File: src/design/hnm_pkg.sv
`timescale 1ns / 1ps
// shared constants, command and status types of the height map normal unit
package hnm_pkg;

    localparam int MAX_WIDTH   = 256;
    localparam int MAX_HEIGHT  = 256;
    localparam int MAX_RADIUS  = 32;
    localparam int STORE_DEPTH = MAX_WIDTH * MAX_HEIGHT;
    localparam int ADDR_W      = $clog2(STORE_DEPTH);

    typedef enum logic [2:0] {
        CFG_GRID_WIDTH    = 3'd0,
        CFG_GRID_HEIGHT   = 3'd1,
        CFG_WINDOW_RADIUS = 3'd2,
        CFG_GAIN_X        = 3'd3,
        CFG_GAIN_Y        = 3'd4,
        CFG_RIGHT_HANDED  = 3'd5,
        CFG_Y_UP          = 3'd6
    } cfg_idx_t;

    typedef enum logic [1:0] {
        MS_XL,
        MS_XR,
        MS_YD,
        MS_YU
    } mem_sel_t;

    typedef enum logic [1:0] {
        MUL_DX,
        MUL_DY,
        MUL_AX,
        MUL_AY
    } mul_sel_t;

    typedef enum logic [2:0] {
        DK_SLOPE_X,
        DK_SLOPE_Y,
        DK_NORM_X,
        DK_NORM_Y,
        DK_NORM_Z
    } div_kind_t;

    typedef struct packed {
        logic      mem_write;
        logic      latch_query;
        mem_sel_t  mem_sel;
        logic      cap_en;
        mem_sel_t  cap_sel;
        logic      mul_en;
        mul_sel_t  mul_sel;
        logic      sum_init;
        logic      sum_add;
        logic      div_load;
        logic      div_store;
        div_kind_t div_kind;
        logic      sqrt_load;
        logic      out_load;
    } cmd_t;

    typedef struct packed {
        logic div_busy;
        logic sqrt_busy;
    } status_t;

endpackage

File: src/design/hnm_ctrl.sv
`timescale 1ns / 1ps
// controller state machine sequencing reads, slopes, root and normalisation
module hnm_ctrl
    import hnm_pkg::*;
(
    input  logic    clk,
    input  logic    rst_n,
    input  logic    start,
    input  logic    req_type,
    input  status_t status,
    output cmd_t    cmd,
    output logic    busy,
    output logic    done
);

    typedef enum logic [4:0] {
        S_IDLE, S_RD0, S_RD1, S_RD2, S_RD3, S_RD4,
        S_MULX, S_DIVX_LD, S_DIVX_WT, S_MULY, S_DIVY_LD, S_DIVY_WT,
        S_SQX, S_ACCX, S_SQY, S_ACCY, S_SQRT_LD, S_SQRT_WT,
        S_NX_LD, S_NX_WT, S_NY_LD, S_NY_WT, S_NZ_LD, S_NZ_WT, S_OUT
    } state_t;

    state_t state_reg, state_next;
    logic   busy_reg, done_reg;

    always_comb
    begin
        state_next = state_reg;
        unique case (state_reg)
            S_IDLE:    if (start && req_type) state_next = S_RD0;
            S_RD0:     state_next = S_RD1;
            S_RD1:     state_next = S_RD2;
            S_RD2:     state_next = S_RD3;
            S_RD3:     state_next = S_RD4;
            S_RD4:     state_next = S_MULX;
            S_MULX:    state_next = S_DIVX_LD;
            S_DIVX_LD: state_next = S_DIVX_WT;
            S_DIVX_WT: if (!status.div_busy) state_next = S_MULY;
            S_MULY:    state_next = S_DIVY_LD;
            S_DIVY_LD: state_next = S_DIVY_WT;
            S_DIVY_WT: if (!status.div_busy) state_next = S_SQX;
            S_SQX:     state_next = S_ACCX;
            S_ACCX:    state_next = S_SQY;
            S_SQY:     state_next = S_ACCY;
            S_ACCY:    state_next = S_SQRT_LD;
            S_SQRT_LD: state_next = S_SQRT_WT;
            S_SQRT_WT: if (!status.sqrt_busy) state_next = S_NX_LD;
            S_NX_LD:   state_next = S_NX_WT;
            S_NX_WT:   if (!status.div_busy) state_next = S_NY_LD;
            S_NY_LD:   state_next = S_NY_WT;
            S_NY_WT:   if (!status.div_busy) state_next = S_NZ_LD;
            S_NZ_LD:   state_next = S_NZ_WT;
            S_NZ_WT:   if (!status.div_busy) state_next = S_OUT;
            S_OUT:     state_next = S_IDLE;
            default:   state_next = S_IDLE;
        endcase
    end

    always_ff @(posedge clk or negedge rst_n)
    begin
        if (!rst_n)
        begin
            state_reg <= S_IDLE;
            busy_reg  <= 1'b0;
            done_reg  <= 1'b0;
        end
        else
        begin
            state_reg <= state_next;
            busy_reg  <= state_next != S_IDLE;
            done_reg  <= state_reg == S_OUT;
        end
    end

    assign busy = busy_reg;
    assign done = done_reg;

    always_comb
    begin
        cmd = '0;
        cmd.mem_sel  = MS_XL;
        cmd.cap_sel  = MS_XL;
        cmd.mul_sel  = MUL_DX;
        cmd.div_kind = DK_SLOPE_X;
        unique case (state_reg)
            S_IDLE:
            begin
                cmd.mem_write   = start && !req_type;
                cmd.latch_query = start && req_type;
            end
            S_RD0:     cmd.mem_sel = MS_XL;
            S_RD1:     begin cmd.mem_sel = MS_XR; cmd.cap_en = 1'b1; cmd.cap_sel = MS_XL; end
            S_RD2:     begin cmd.mem_sel = MS_YD; cmd.cap_en = 1'b1; cmd.cap_sel = MS_XR; end
            S_RD3:     begin cmd.mem_sel = MS_YU; cmd.cap_en = 1'b1; cmd.cap_sel = MS_YD; end
            S_RD4:     begin cmd.cap_en = 1'b1; cmd.cap_sel = MS_YU; end
            S_MULX:    begin cmd.mul_en = 1'b1; cmd.mul_sel = MUL_DX; end
            S_DIVX_LD: begin cmd.div_load = 1'b1; cmd.div_kind = DK_SLOPE_X; end
            S_DIVX_WT: begin cmd.div_store = !status.div_busy; cmd.div_kind = DK_SLOPE_X; end
            S_MULY:    begin cmd.mul_en = 1'b1; cmd.mul_sel = MUL_DY; end
            S_DIVY_LD: begin cmd.div_load = 1'b1; cmd.div_kind = DK_SLOPE_Y; end
            S_DIVY_WT: begin cmd.div_store = !status.div_busy; cmd.div_kind = DK_SLOPE_Y; end
            S_SQX:     begin cmd.mul_en = 1'b1; cmd.mul_sel = MUL_AX; end
            S_ACCX:    cmd.sum_init = 1'b1;
            S_SQY:     begin cmd.mul_en = 1'b1; cmd.mul_sel = MUL_AY; end
            S_ACCY:    cmd.sum_add = 1'b1;
            S_SQRT_LD: cmd.sqrt_load = 1'b1;
            S_SQRT_WT: ;
            S_NX_LD:   begin cmd.div_load = 1'b1; cmd.div_kind = DK_NORM_X; end
            S_NX_WT:   begin cmd.div_store = !status.div_busy; cmd.div_kind = DK_NORM_X; end
            S_NY_LD:   begin cmd.div_load = 1'b1; cmd.div_kind = DK_NORM_Y; end
            S_NY_WT:   begin cmd.div_store = !status.div_busy; cmd.div_kind = DK_NORM_Y; end
            S_NZ_LD:   begin cmd.div_load = 1'b1; cmd.div_kind = DK_NORM_Z; end
            S_NZ_WT:   begin cmd.div_store = !status.div_busy; cmd.div_kind = DK_NORM_Z; end
            S_OUT:     cmd.out_load = 1'b1;
            default:   ;
        endcase
    end

endmodule

File: config.mk
export PLATFORM = sky130hd
export DESIGN_NAME = hnm_ctrl
export DESIGN_NICKNAME = d
export VERILOG_FILES = /design/src/design/hnm_pkg.sv /design/src/design/hnm_ctrl.sv
export SDC_FILE = /design/constraint.sdc
export NUM_CORES = 1
export LEC_CHECK = 0
export ABC_AREA = 1
export BUFFER_PORTS_ARGS = -buffer_cell sky130_fd_sc_hd__buf_2
export CORE_MARGIN = 1
export CORE_UTILIZATION = 36
export DETAILED_ROUTE_END_ITERATION = 7
export PLACE_DENSITY = 0.67
export SLEW_MARGIN = 20
export SYNTH_ARGS = -nofsm -noshare
export SYNTH_HDL_FRONTEND = slang
export SYNTH_SLANG_ARGS = --single-unit
File: constraint.sdc
create_clock -name clk -period 1.74 [get_ports clk]
set_input_delay 0.174 -clock clk [delete_from_list [all_inputs] [get_ports clk]]
set_output_delay 0.174 -clock clk [all_outputs]
set_load 0.01 [all_outputs]
Yosys cells after proc, flatten, opt, wreduce, memory -nomap -nowiden
Cells that the tools add are included.
{"block": "classes", "addsub": 0, "multipliers": 0, "n_div": 0, "magnitude_cmp": 0, "n_eq_ne": 24, "shifts": 0, "muxes": 19, "bitwise_logic": 0, "reduce_logical": 12}
{"op": "case mux 5 bit (24 select lines)", "n": 1}
{"op": "== test 5 bit, second input constant", "n": 9}
{"op": "== test 5 x 4 -> 1 bit, second input constant", "n": 8}
{"op": "case mux 3 bit (4 select lines)", "n": 3}
{"op": "2-to-1 mux 5 bit", "n": 7}
{"op": "== test 5 x 3 -> 1 bit, second input constant", "n": 4}
{"op": "== test 5 x 2 -> 1 bit, second input constant", "n": 2}
{"op": "OR reduction 5 bit", "n": 2}
{"op": "OR reduction 2 bit", "n": 4}
{"op": "2-to-1 mux 1 bit", "n": 6}
{"op": "case mux 2 bit (3 select lines)", "n": 1}
{"op": "== test 5 x 1 -> 1 bit, second input constant", "n": 1}
{"op": "logical NOT 5 bit", "n": 1}
{"op": "nonzero test 5 bit", "n": 1}
{"op": "logical AND 1 bit", "n": 2}
{"op": "logical NOT 1 bit", "n": 2}
{"op": "2-to-1 mux 2 bit", "n": 1}
{"block": "totals", "regBits": 7, "latchBits": 0, "ramBits": 0, "romBits": 0, "inputBits": 6, "out_inout_bits": 21, "wordCells": 58, "memories": 0}

Depth between registers and ports, before layout
Gate-level depths: netlist (run 1).
{"block": "depth", "word_depth": 4, "mapped_depth": 11, "mapped_depth_nobuf": 11}

Worst setup path before layout (run 1)
Ideal clock, no wire load.
{"block": "synth_path", "kind": "reg2out", "start": "register state_reg[4]", "end": "output port cmd[5] in the netlist's numbering", "arrival_ns": 1.111, "required_time_ns": 1.566, "path_slack_ns": 0.455, "path_stages_with_launch": 6, "path_buffers": 0, "cell_sequence": "dfrtp_1 > inv_4 > nand2_1 > nor2_2 > nand2_1 > a31oi_1"}
{"item": "start, declared", "line_no": "hnm_ctrl.sv:23", "source": "state_t state_reg, state_next;"}
{"item": "start signal, assigned", "line_no": "hnm_ctrl.sv:69", "source": "state_reg <= state_next;"}
{"item": "end, declared", "line_no": "hnm_ctrl.sv:11", "source": "output cmd_t cmd,"}

==> results by group, run 1 <==
Setup path
  – Critical Path Slowest Stage Cell: dfrtp_2
  – Critical-path cell list: inv_4 -> nand2_1 -> nor2_4 -> nand2_2 -> a31oi_1 -> buf_2
  – Crit path arrival time: between 1 and 1.5 ns
  – Worst Path Buf+Inv: 2
  – Req. time, crit path: around 1.6 ns
  – Startpoint Class: flip-flop
  – Top delay family on crit path: flip-flops
  – Biggest cell delay along the critical path: between 0.4 and 0.5 ns
  – CP max FO: 7
  – WS Path Type: flip-flop to output pin
  – Worst setup EP type: output pin

Synthesis
  – Syn_nets: 136
  – Synth Instances: 130
  – Combinational family with the most area after synthesis: simple AND/OR/NAND/NOR gates
  – Simple-gate share of the synthesized area: between 50 and 60%
  – Syn. warnings: 0
  – Register area share after synthesis: 23.1%
  – Mean post-synth cell area: slightly below 6 um^2
  – Post-Synth Adder-Cell Area: 0%
  – XOR/XNOR share of the synthesized area: 0%
  – Mux share of post-synthesis cell area: 0%
  – Post-Synthesis Cell Area: between 700 and 800 um^2
  – Compound-cell area share of the yosys netlist: under 10%
  – Netlist cell types: 23
  – FF+latch count, synth: 7

Clock network
  – Max clock buf depth: 2
  – Root Driver: clkbuf_4
  – Clock sink count: 7
  – Clk_lat worst skew: between 0.2 and 0.3 ns
  – TritonCTS buffer count: 3
  – Htree depth: 1
  – Worst-path clk slew: around 0.060 ns
  – CTS tree: built

Pwr
  – Max VDD drop: between 0.001 and 0.0015 V
  – Leak: roughly 0.60 nW
  – Pwr dens: between 1500 and 2000 mW/mm^2

GRT
  – Vias in the first global route: 724
  – Largest net degree at the start of global routing: 11
  – First-pass GRT wire length: about 3100 um
  – GRT overflow: 0
  – GRT Util Overall: around a fifth
  – Antenna violations before repair: 0

Place
  – Placement Cell Area: around 910 um^2
  – Hpwl dp: 1610 um
  – Port bufs: 26
  – GP Congestion: ~0.95

STA
  – Min Clock Period, post-route: approximately 1.6 ns
  – Relative slew margins: about four fifths
  – Worst clock skew: 0.00837 ns
  – RSZ-0062 raised after global routing: yes
  – Slew Limit Fails: 0
  – Actual slew at the worst max-slew pin: 0.280 ns
  – Final hold violations: 0
  – Final worst path period share: between 90% and 100%
  – Setup violators final: 0
  – Max frequency: 607 MHz
  – Setup Total Neg Slack: 0 ns

Min path
  – Hold/Removal Path Class: input port to asynchronous set/reset pin

Die
  – Die area: 0.00229 mm^2
  – Die height: between 40 and 50 um
  – Die Wd: around 48 um
  – Ports: 27
  – Initial Util: roughly two fifths
  – # rows: 16
  – Total core area: approximately 0.002 mm^2

Drt
  – Vias: just over 900
  – Post-route ant nets: 0
  – Drt wl/cell: roughly 11 um
  – DR iter-0 viols: 22
  – Drt total wl: roughly 2100 um
  – DRT Pass-1 Iters: 4
  – Residual DRC: 0
  – Via-per-instance ratio: 4.78

Final layout
  – Max FFs per register: 5
  – Share of cells above drive strength 1: around 37%
  – Diode count: 0
  – # nets final: 170
  – P&R area growth vs syn: 32.2%
  – Final instance area: 0.00100 mm^2
  – Final core occ: a little over 50%

Run
  – Max_cap viols: 0

Outcome
  – Status: completed
kinds of logic after synthesis:
kind of cell	Yosys count
compound gates	12
simple gates	85
flops	7
buf+inv	26
layout make-up:
| type | count | area, um^2 |
|---|---|---|
| fill | 237 | 960 |
| multi-input combinational | 97 | 489 |
| sequential | 7 | 181 |
| timing repair buffer | 32 | 178 |
| inverter | 23 | 93.8 |
| tap | 27 | 33.8 |
| clock buffer | 4 | 26.3 |
synth_stat cells:
| master | n | share of area [%] |
|---|---|---|
| nand3_1 | 4 | 2.6 |
| dfrtp_1 | 7 | 23 |
| o21ai_1 | 1 | 0.66 |
| nand4_1 | 1 | 0.83 |
| inv_4 | 1 | 0.83 |
| nor2_1 | 25 | 12 |
| nand3_2 | 4 | 5.3 |
| nor2_2 | 5 | 4.1 |
| buf_6 | 1 | 1.5 |
| nor4_1 | 1 | 0.83 |
| nand3_4 | 1 | 2.3 |
| o211ai_1 | 3 | 3.0 |
| o21ai_0 | 5 | 3.3 |
| nor3_1 | 1 | 0.66 |
| inv_1 | 21 | 10 |
| nor2_4 | 1 | 1.5 |
| inv_2 | 1 | 0.49 |
| a31oi_1 | 2 | 1.6 |
| nand2_1 | 40 | 20 |
| nand2_2 | 1 | 0.83 |
| buf_4 | 2 | 2.0 |
| nor3_2 | 1 | 1.3 |
| a21oi_1 | 1 | 0.66 |
layer usage:
metal,global-route usage [%],part of all wire [%],vias up,routed length (um)
met1,26.0,44,401,932
met3,3.77,6.4,2,134
met4,9.44,1.2,0,25
li1,-,-,472,-
met5,0,0,-,0
met2,32.2,48,34,1010
report_power, final:
group / internal, mW / total, mW / switching, mW
logic: 0.480 / 1.34 / 0.859
clock network: 0.0880 / 0.156 / 0.0675
registers: 0.243 / 0.375 / 0.132
cell usage in the layout (no fill, tap or decap), types with 2 or more instances in the layout:
master,n
nand2_1,40
o211ai_1,3
nor2_1,23
buf_2,26
nor2_4,3
a31oi_1,2
inv_2,3
o21ai_0,5
nor2_2,5
nand3_2,4
dfrtp_2,5
clkbuf_4,3
inv_1,18
dfrtp_1,2
nand3_1,4
buf_4,5
per-stage QoR:
step / setup WS, ns / hold slack, ns / total power [mW] / cells
floorplan: 0.455 / -0.122 / 1.23 / 130
global placement: 0.147 / 0.00986 / 1.56 / 182
detailed placement: 0.132 / 0.0100 / 1.57 / 182
CTS: 0.00543 / 0.256 / 1.78 / 189
global route: -0.00592 / 0.270 / 2.05 / 190
finish: 0.0915 / 0.260 / 1.87 / 190
timing repair:
item | in CTS | in global routing
gates resized for setup | 2 | 14
setup buffers | 2 | 1
endpoints found under the setup margin | 6 | 9
hold endpoints to repair | 7 | 0
hold buffers | 1 | 0
worst paths after layout:
| path | start | end | slack (ns) | cells after the start |
|---|---|---|---|---|
| worst max-delay path | state_reg[3] | cmd[5] | 0.09 | 6 |
| worst min-delay path | rst_n | state_reg[0] | 0.26 | 2 |
| worst max register to register | state_reg[1] | busy | 0.25 | 9 |
| worst min register to register | state_reg[3] | done | 0.70 | 2 |
| max in group asynchronous | rst_n | state_reg[3] | 1.31 | 2 |
| min in group clk | status[1] | state_reg[0] | 0.29 | 5 |
Note: power is estimated with default switching activity, not from simulation.
==> run 2, diff against run 1 <==
--- a/config.mk
+++ b/config.mk
@@ -8,9 +8,9 @@
 export ABC_AREA = 1
 export BUFFER_PORTS_ARGS = -buffer_cell sky130_fd_sc_hd__buf_2
 export CORE_MARGIN = 1
-export CORE_UTILIZATION = 36
+export CORE_UTILIZATION = 48
 export DETAILED_ROUTE_END_ITERATION = 7
-export PLACE_DENSITY = 0.67
+export PLACE_DENSITY = 0.83
 export SLEW_MARGIN = 20
 export SYNTH_ARGS = -nofsm -noshare
 export SYNTH_HDL_FRONTEND = slang
==> run 2 against run 1 <==
Against the previous run:
- sequential share of layout area is 0.61 points lower
- clock power is 8% higher
- power is 11% higher
- design area is 3.5% higher
- largest power group unchanged
==> results by group, run 2 (same netlist as run 1, synthesis figures left out) <==
Place
  – Dpl cells: 169
  – Placement Cell Area: around 890 um^2
  – Hpwl dp: around 1800 um
  – Post-placement setup slack: 0.0849 ns
  – GP Congestion: around 0.91
  – Port bufs: 26

Setup path
  – Worst setup EP type: output pin
  – Startpoint Class: flip-flop
  – Critical Path Slowest Stage Cell: dfrtp_2
  – Critical-path cell list: nor2_4 -> nand2_1 -> nor2_1 -> nand2_1 -> nor2_1 -> buf_2
  – Worst Path Buf+Inv: 1
  – Biggest cell delay along the critical path: around 0.5 ns
  – Crit path arrival time: 1.55 ns
  – Req. time, crit path: approximately 1.6 ns
  – CP max FO: 7
  – WS Path Type: flip-flop to output pin
  – Top delay family on crit path: simple AND/OR/NAND/NOR gates

Final layout
  – P&R area growth vs syn: 36.8%
  – Commonest non-fill, non-tap cell in the layout: nand2_1
  – Most frequent cells in the layout: nand2_1, buf_2, nor2_1
  – Diode count: 0
  – Final instance area: 0.00104 mm^2
  – Share of cells above drive strength 1: about 40%
  – # nets final: 175
  – Non-filler instance count after layout: approximately 180
  – Max FFs per register: 5

Drt
  – Post-route ant nets: 0
  – DR iter-0 viols: 58
  – Residual DRC: 0
  – Vias: about 1000
  – Drt total wl: between 2000 and 3000 um
  – Drt wl/cell: around 15 um
  – Via-per-instance ratio: between 5 and 6
  – DRT Pass-1 Iters: 4

Die
  – Total core area: ~0.0014 mm^2
  – Ports: 27
  – Die height: roughly 42 um
  – Die Wd: approximately 42 um
  – Initial Util: around 55%
  – # rows: 13
  – Die area: ~0.0017 mm^2

Pwr
  – PnR Total Power: just over 2 mW
  – Clock share of power: 8.1%
  – Switching share of power: a little under three fifths
  – Internal power: about 910 uW
  – Leak: between 0.6 and 0.7 nW
  – Psw: 1.17 mW
  – Pwr dens: 2000 mW/mm^2
  – Max VDD drop: 0.00103 V
  – Seq pwr share: a little under a fifth
  – Comb power frac: 73.7%

Clock network
  – Root Driver: clkbuf_4
  – Max clock buf depth: 2
  – Worst-path clk slew: around 0.06 ns
  – Clock sink count: 7
  – TritonCTS buffer count: 3
  – CTS tree: built
  – Clk_lat worst skew: 0.28 ns
  – Htree depth: 1

GRT
  – GRT overflow: 0
  – First-pass GRT wire length: 3860 um
  – GRT Util Overall: 29.3%
  – Largest net degree at the start of global routing: 11
  – Antenna violations before repair: 0
  – Vias in the first global route: roughly 900

STA
  – Final hold violations: 0
  – Min Clock Period, post-route: around 1.7 ns
  – Final worst path period share: 99.0%
  – Setup violators final: 0
  – Max frequency: about 580 MHz
  – Actual slew at the worst max-slew pin: around 0.34 ns
  – Worst setup margin: ~0.018 ns
  – Slew Limit Fails: 0
  – Worst clock skew: roughly 0.00065 ns
  – Relative slew margins: 77.1%
  – Hold Worst Slack: roughly 0.25 ns

Min path
  – Hold/Removal Path Class: input port to asynchronous set/reset pin

Outcome
  – Status: completed

Run
  – Max_cap viols: 0
[run 2: final cells by class]
class	count	area (um^2)
Sequential cell	7	181
Multi-Input combinational cell	97	490
Inverter	23	91.3
Clock inverter	1	5.00
Fill cell	103	345
Tap cell	15	18.8
Clock buffer	3	22.5
Timing Repair Buffer	37	228
[run 2: timing repair]
action / 4_1_cts / 5_1_grt
endpoints found under the setup margin: 8 / 10
hold endpoints to repair: 7 / 0
hold buffers: 1 / 0
setup buffers: 6 / 3
gates resized for setup: 3 / 12
[run 2: per-layer routing]
metal | GRT usage [%] | part of all wire [%] | vias up
li1 | - | - | 481
met1 | 35.1 | 37 | 464
met2 | 47.8 | 47 | 77
met3 | 4.35 | 9.6 | 19
met4 | 19.4 | 5.8 | 0
met5 | 0 | 0 | -
[run 2: stage by stage]
stage / TNS [ns] / utilization (%)
2_1_floorplan: 0 / -
3_3_place_gp: 0 / 64.3
3_5_place_dp: 0 / 64.3
4_1_cts: 0 / 70.5
5_1_grt: -0.139 / 75.0
6_report: 0 / 75.0
[run 2: path summary, 6_finish.rpt]
kind,start,to,slack [ns],depth (start not counted)
max,state_reg[3],cmd[18],0.02,6
min,rst_n,done,0.25,2
max reg2reg,state_reg[2],busy,0.23,10
min reg2reg,state_reg[4],done,0.70,2
max in group asynchronous,rst_n,state_reg[0],1.31,2
min in group clk,status[1],state_reg[0],0.28,5
[run 2: power by group through the flow]
stage	clock, mW	sequential [mW]	combinational, mW
finish	0.168	0.379	1.53
global route	0.171	0.385	1.65
CTS	0.161	0.355	1.33
detailed placement	0	0.394	1.17
global placement	0	0.392	1.15
floorplan	0	0.295	0.940
==> run 3, diff against run 2 <==
--- a/config.mk
+++ b/config.mk
@@ -11,6 +11,7 @@
 export CORE_UTILIZATION = 48
 export DETAILED_ROUTE_END_ITERATION = 7
 export PLACE_DENSITY = 0.83
+export RECOVER_POWER = 100
 export SLEW_MARGIN = 20
 export SYNTH_ARGS = -nofsm -noshare
 export SYNTH_HDL_FRONTEND = slang
==> run 3 against run 2 <==
Against the previous run:
- global-route usage is the same
- clock power is essentially flat
- highest routed layer unchanged
- largest power group unchanged
- wire length shrank 0.86%
- design area shrank 0.36%
- core utilization shrank 0.27 points
==> results by group, run 3 (same netlist as run 1, synthesis figures left out) <==
Final layout
  – # nets final: between 150 and 200
  – Final-layout fill cell count: 106
  – Final core occ: ~75%
  – Max FFs per register: 5
  – Non-filler instance count after layout: ~180
  – Most frequent cells in the layout: nand2_1, buf_2, nor2_1
  – Share of cells above drive strength 1: between 30% and 40%
  – Commonest non-fill, non-tap cell in the layout: nand2_1
  – P&R area growth vs syn: 36.3%
  – Diode count: 0

Setup path
  – Req. time, crit path: roughly 1.6 ns
  – Worst setup EP type: output pin
  – Critical Path Slowest Stage Cell: dfrtp_2
  – Crit path arrival time: 1.54 ns
  – Critical-path cell list: inv_4 -> nand2_1 -> nor2_2 -> nand2_2 -> a31oi_1 -> buf_2
  – CP max FO: 7
  – Biggest cell delay along the critical path: 0.50 ns
  – WS Path Type: flip-flop to output pin
  – Startpoint Class: flip-flop

STA
  – Final worst path period share: a little over nine tenths
  – Max frequency: 583 MHz
  – Worst clock skew: 0.00278 ns
  – Relative slew margins: ~74%
  – Min Clock Period, post-route: 1.72 ns
  – Slew Limit Fails: 0
  – Setup Total Neg Slack: 0 ns
  – Worst setup margin: 0.0249 ns
  – Setup violators final: 0
  – Final hold violations: 0
  – Actual slew at the worst max-slew pin: 0.391 ns

Clock network
  – CTS tree: built
  – Root Driver: clkbuf_4
  – Worst-path clk slew: ~0.060 ns
  – Clk_lat worst skew: ~0.27 ns
  – Max clock buf depth: 2
  – Clock sink count: 7
  – TritonCTS buffer count: 3
  – Htree depth: 1

Drt
  – Via-per-instance ratio: 5.74
  – DRT Pass-1 Iters: 4
  – Vias: approximately 1100
  – Residual DRC: 0
  – Drt total wl: about 2700 um
  – Drt wl/cell: between 10 and 15 um
  – Post-route ant nets: 0
  – DR iter-0 viols: 40

Pwr
  – Leak: between 0.6 and 0.7 nW
  – Pwr dens: roughly 2000 mW/mm^2
  – Max VDD drop: around 0.001 V
  – Internal power: ~900 uW
  – Switching share of power: a little under three fifths
  – Comb power frac: about three quarters
  – Seq pwr share: 18.3%
  – Psw: between 1 and 1.5 mW
  – Clock share of power: 8.0%

Outcome
  – Status: completed

Place
  – Hpwl dp: ~1800 um
  – GP Congestion: 0.909
  – Post-placement setup slack: 0.0849 ns
  – Dpl cells: ~170
  – Port bufs: 26

GRT
  – Vias in the first global route: approximately 880
  – GRT overflow: 0
  – Largest net degree at the start of global routing: 11
  – First-pass GRT wire length: roughly 3900 um
  – GRT Util Overall: between 20% and 30%
  – Antenna violations before repair: 0

Die
  – Die area: 0.00174 mm^2
  – Ports: 27
  – # rows: 13
  – Die height: 41.7 um
  – Die Wd: ~42 um
  – Total core area: between 0.001 and 0.0015 mm^2
  – Initial Util: a little over half

Min path
  – Hold/Removal Path Class: input port to flip-flop

Run
  – Max_cap viols: 0
run 3: critical path: cells and delay by family, from the launching register on:
family | cells | cell delay [ns]
flops | 1 | 0.50
simple gates | 3 | 0.36
buf+inv | 2 | 0.28
compound gates | 1 | 0.13
run 3: stage by stage:
step	power [mW]	hold slack, ns	instance area (um^2)
global placement	1.54	0.00527	888
detailed placement	1.57	0.0163	888
global route	2.20	0.294	1030
finish	2.07	0.282	1030
CTS	1.84	0.267	975
floorplan	1.23	-0.122	758
run 3: worst paths after layout:
path                       slack, ns  depth (start not counted)            to    startpoint
setup / recovery                0.02                          6        cmd[5]  state_reg[3]
hold / removal                  0.28                          5  state_reg[0]     status[1]
setup reg to reg                0.24                         10          busy  state_reg[1]
hold reg to reg                 0.69                          2          done  state_reg[4]
max in group asynchronous       1.12                          2  state_reg[0]         rst_n
min in group asynchronous       0.32                          2          done         rst_n
run 3: repair_timing:
item / in CTS / in global routing
gates resized for setup: 3 / 12
hold endpoints to repair: 7 / 0
setup buffers: 6 / 3
endpoints found under the setup margin: 8 / 10
hold buffers: 1 / 0
run 3: metal layers:
metal,GRT usage (%),share of wire (%),vias up
li1,-,-,482
met1,35.1,37,466
met2,47.8,47,84
met3,4.35,9.6,19
met4,19.4,6.0,0
met5,0,0,-
run 3: power by group through the flow:
stage	clock, mW	sequential, mW	combinational [mW]
final	0.167	0.380	1.53
after global routing	0.171	0.385	1.65
after CTS	0.161	0.355	1.33
after floorplan	0	0.295	0.940
after detailed placement	0	0.394	1.17
after global placement	0	0.392	1.15
run 3: cell type report:
cell class | instances | area (um^2) | area share (%)
multi-input cells | 97 | 490 | 47.5
inverters | 23 | 91.3 | 8.84
well taps | 15 | 18.8 | 1.82
flip-flops and latches | 7 | 181 | 17.6
repair buffers | 37 | 224 | 21.7
clock buffers | 3 | 22.5 | 2.18
clock inverters | 1 | 5.00 | 0.484
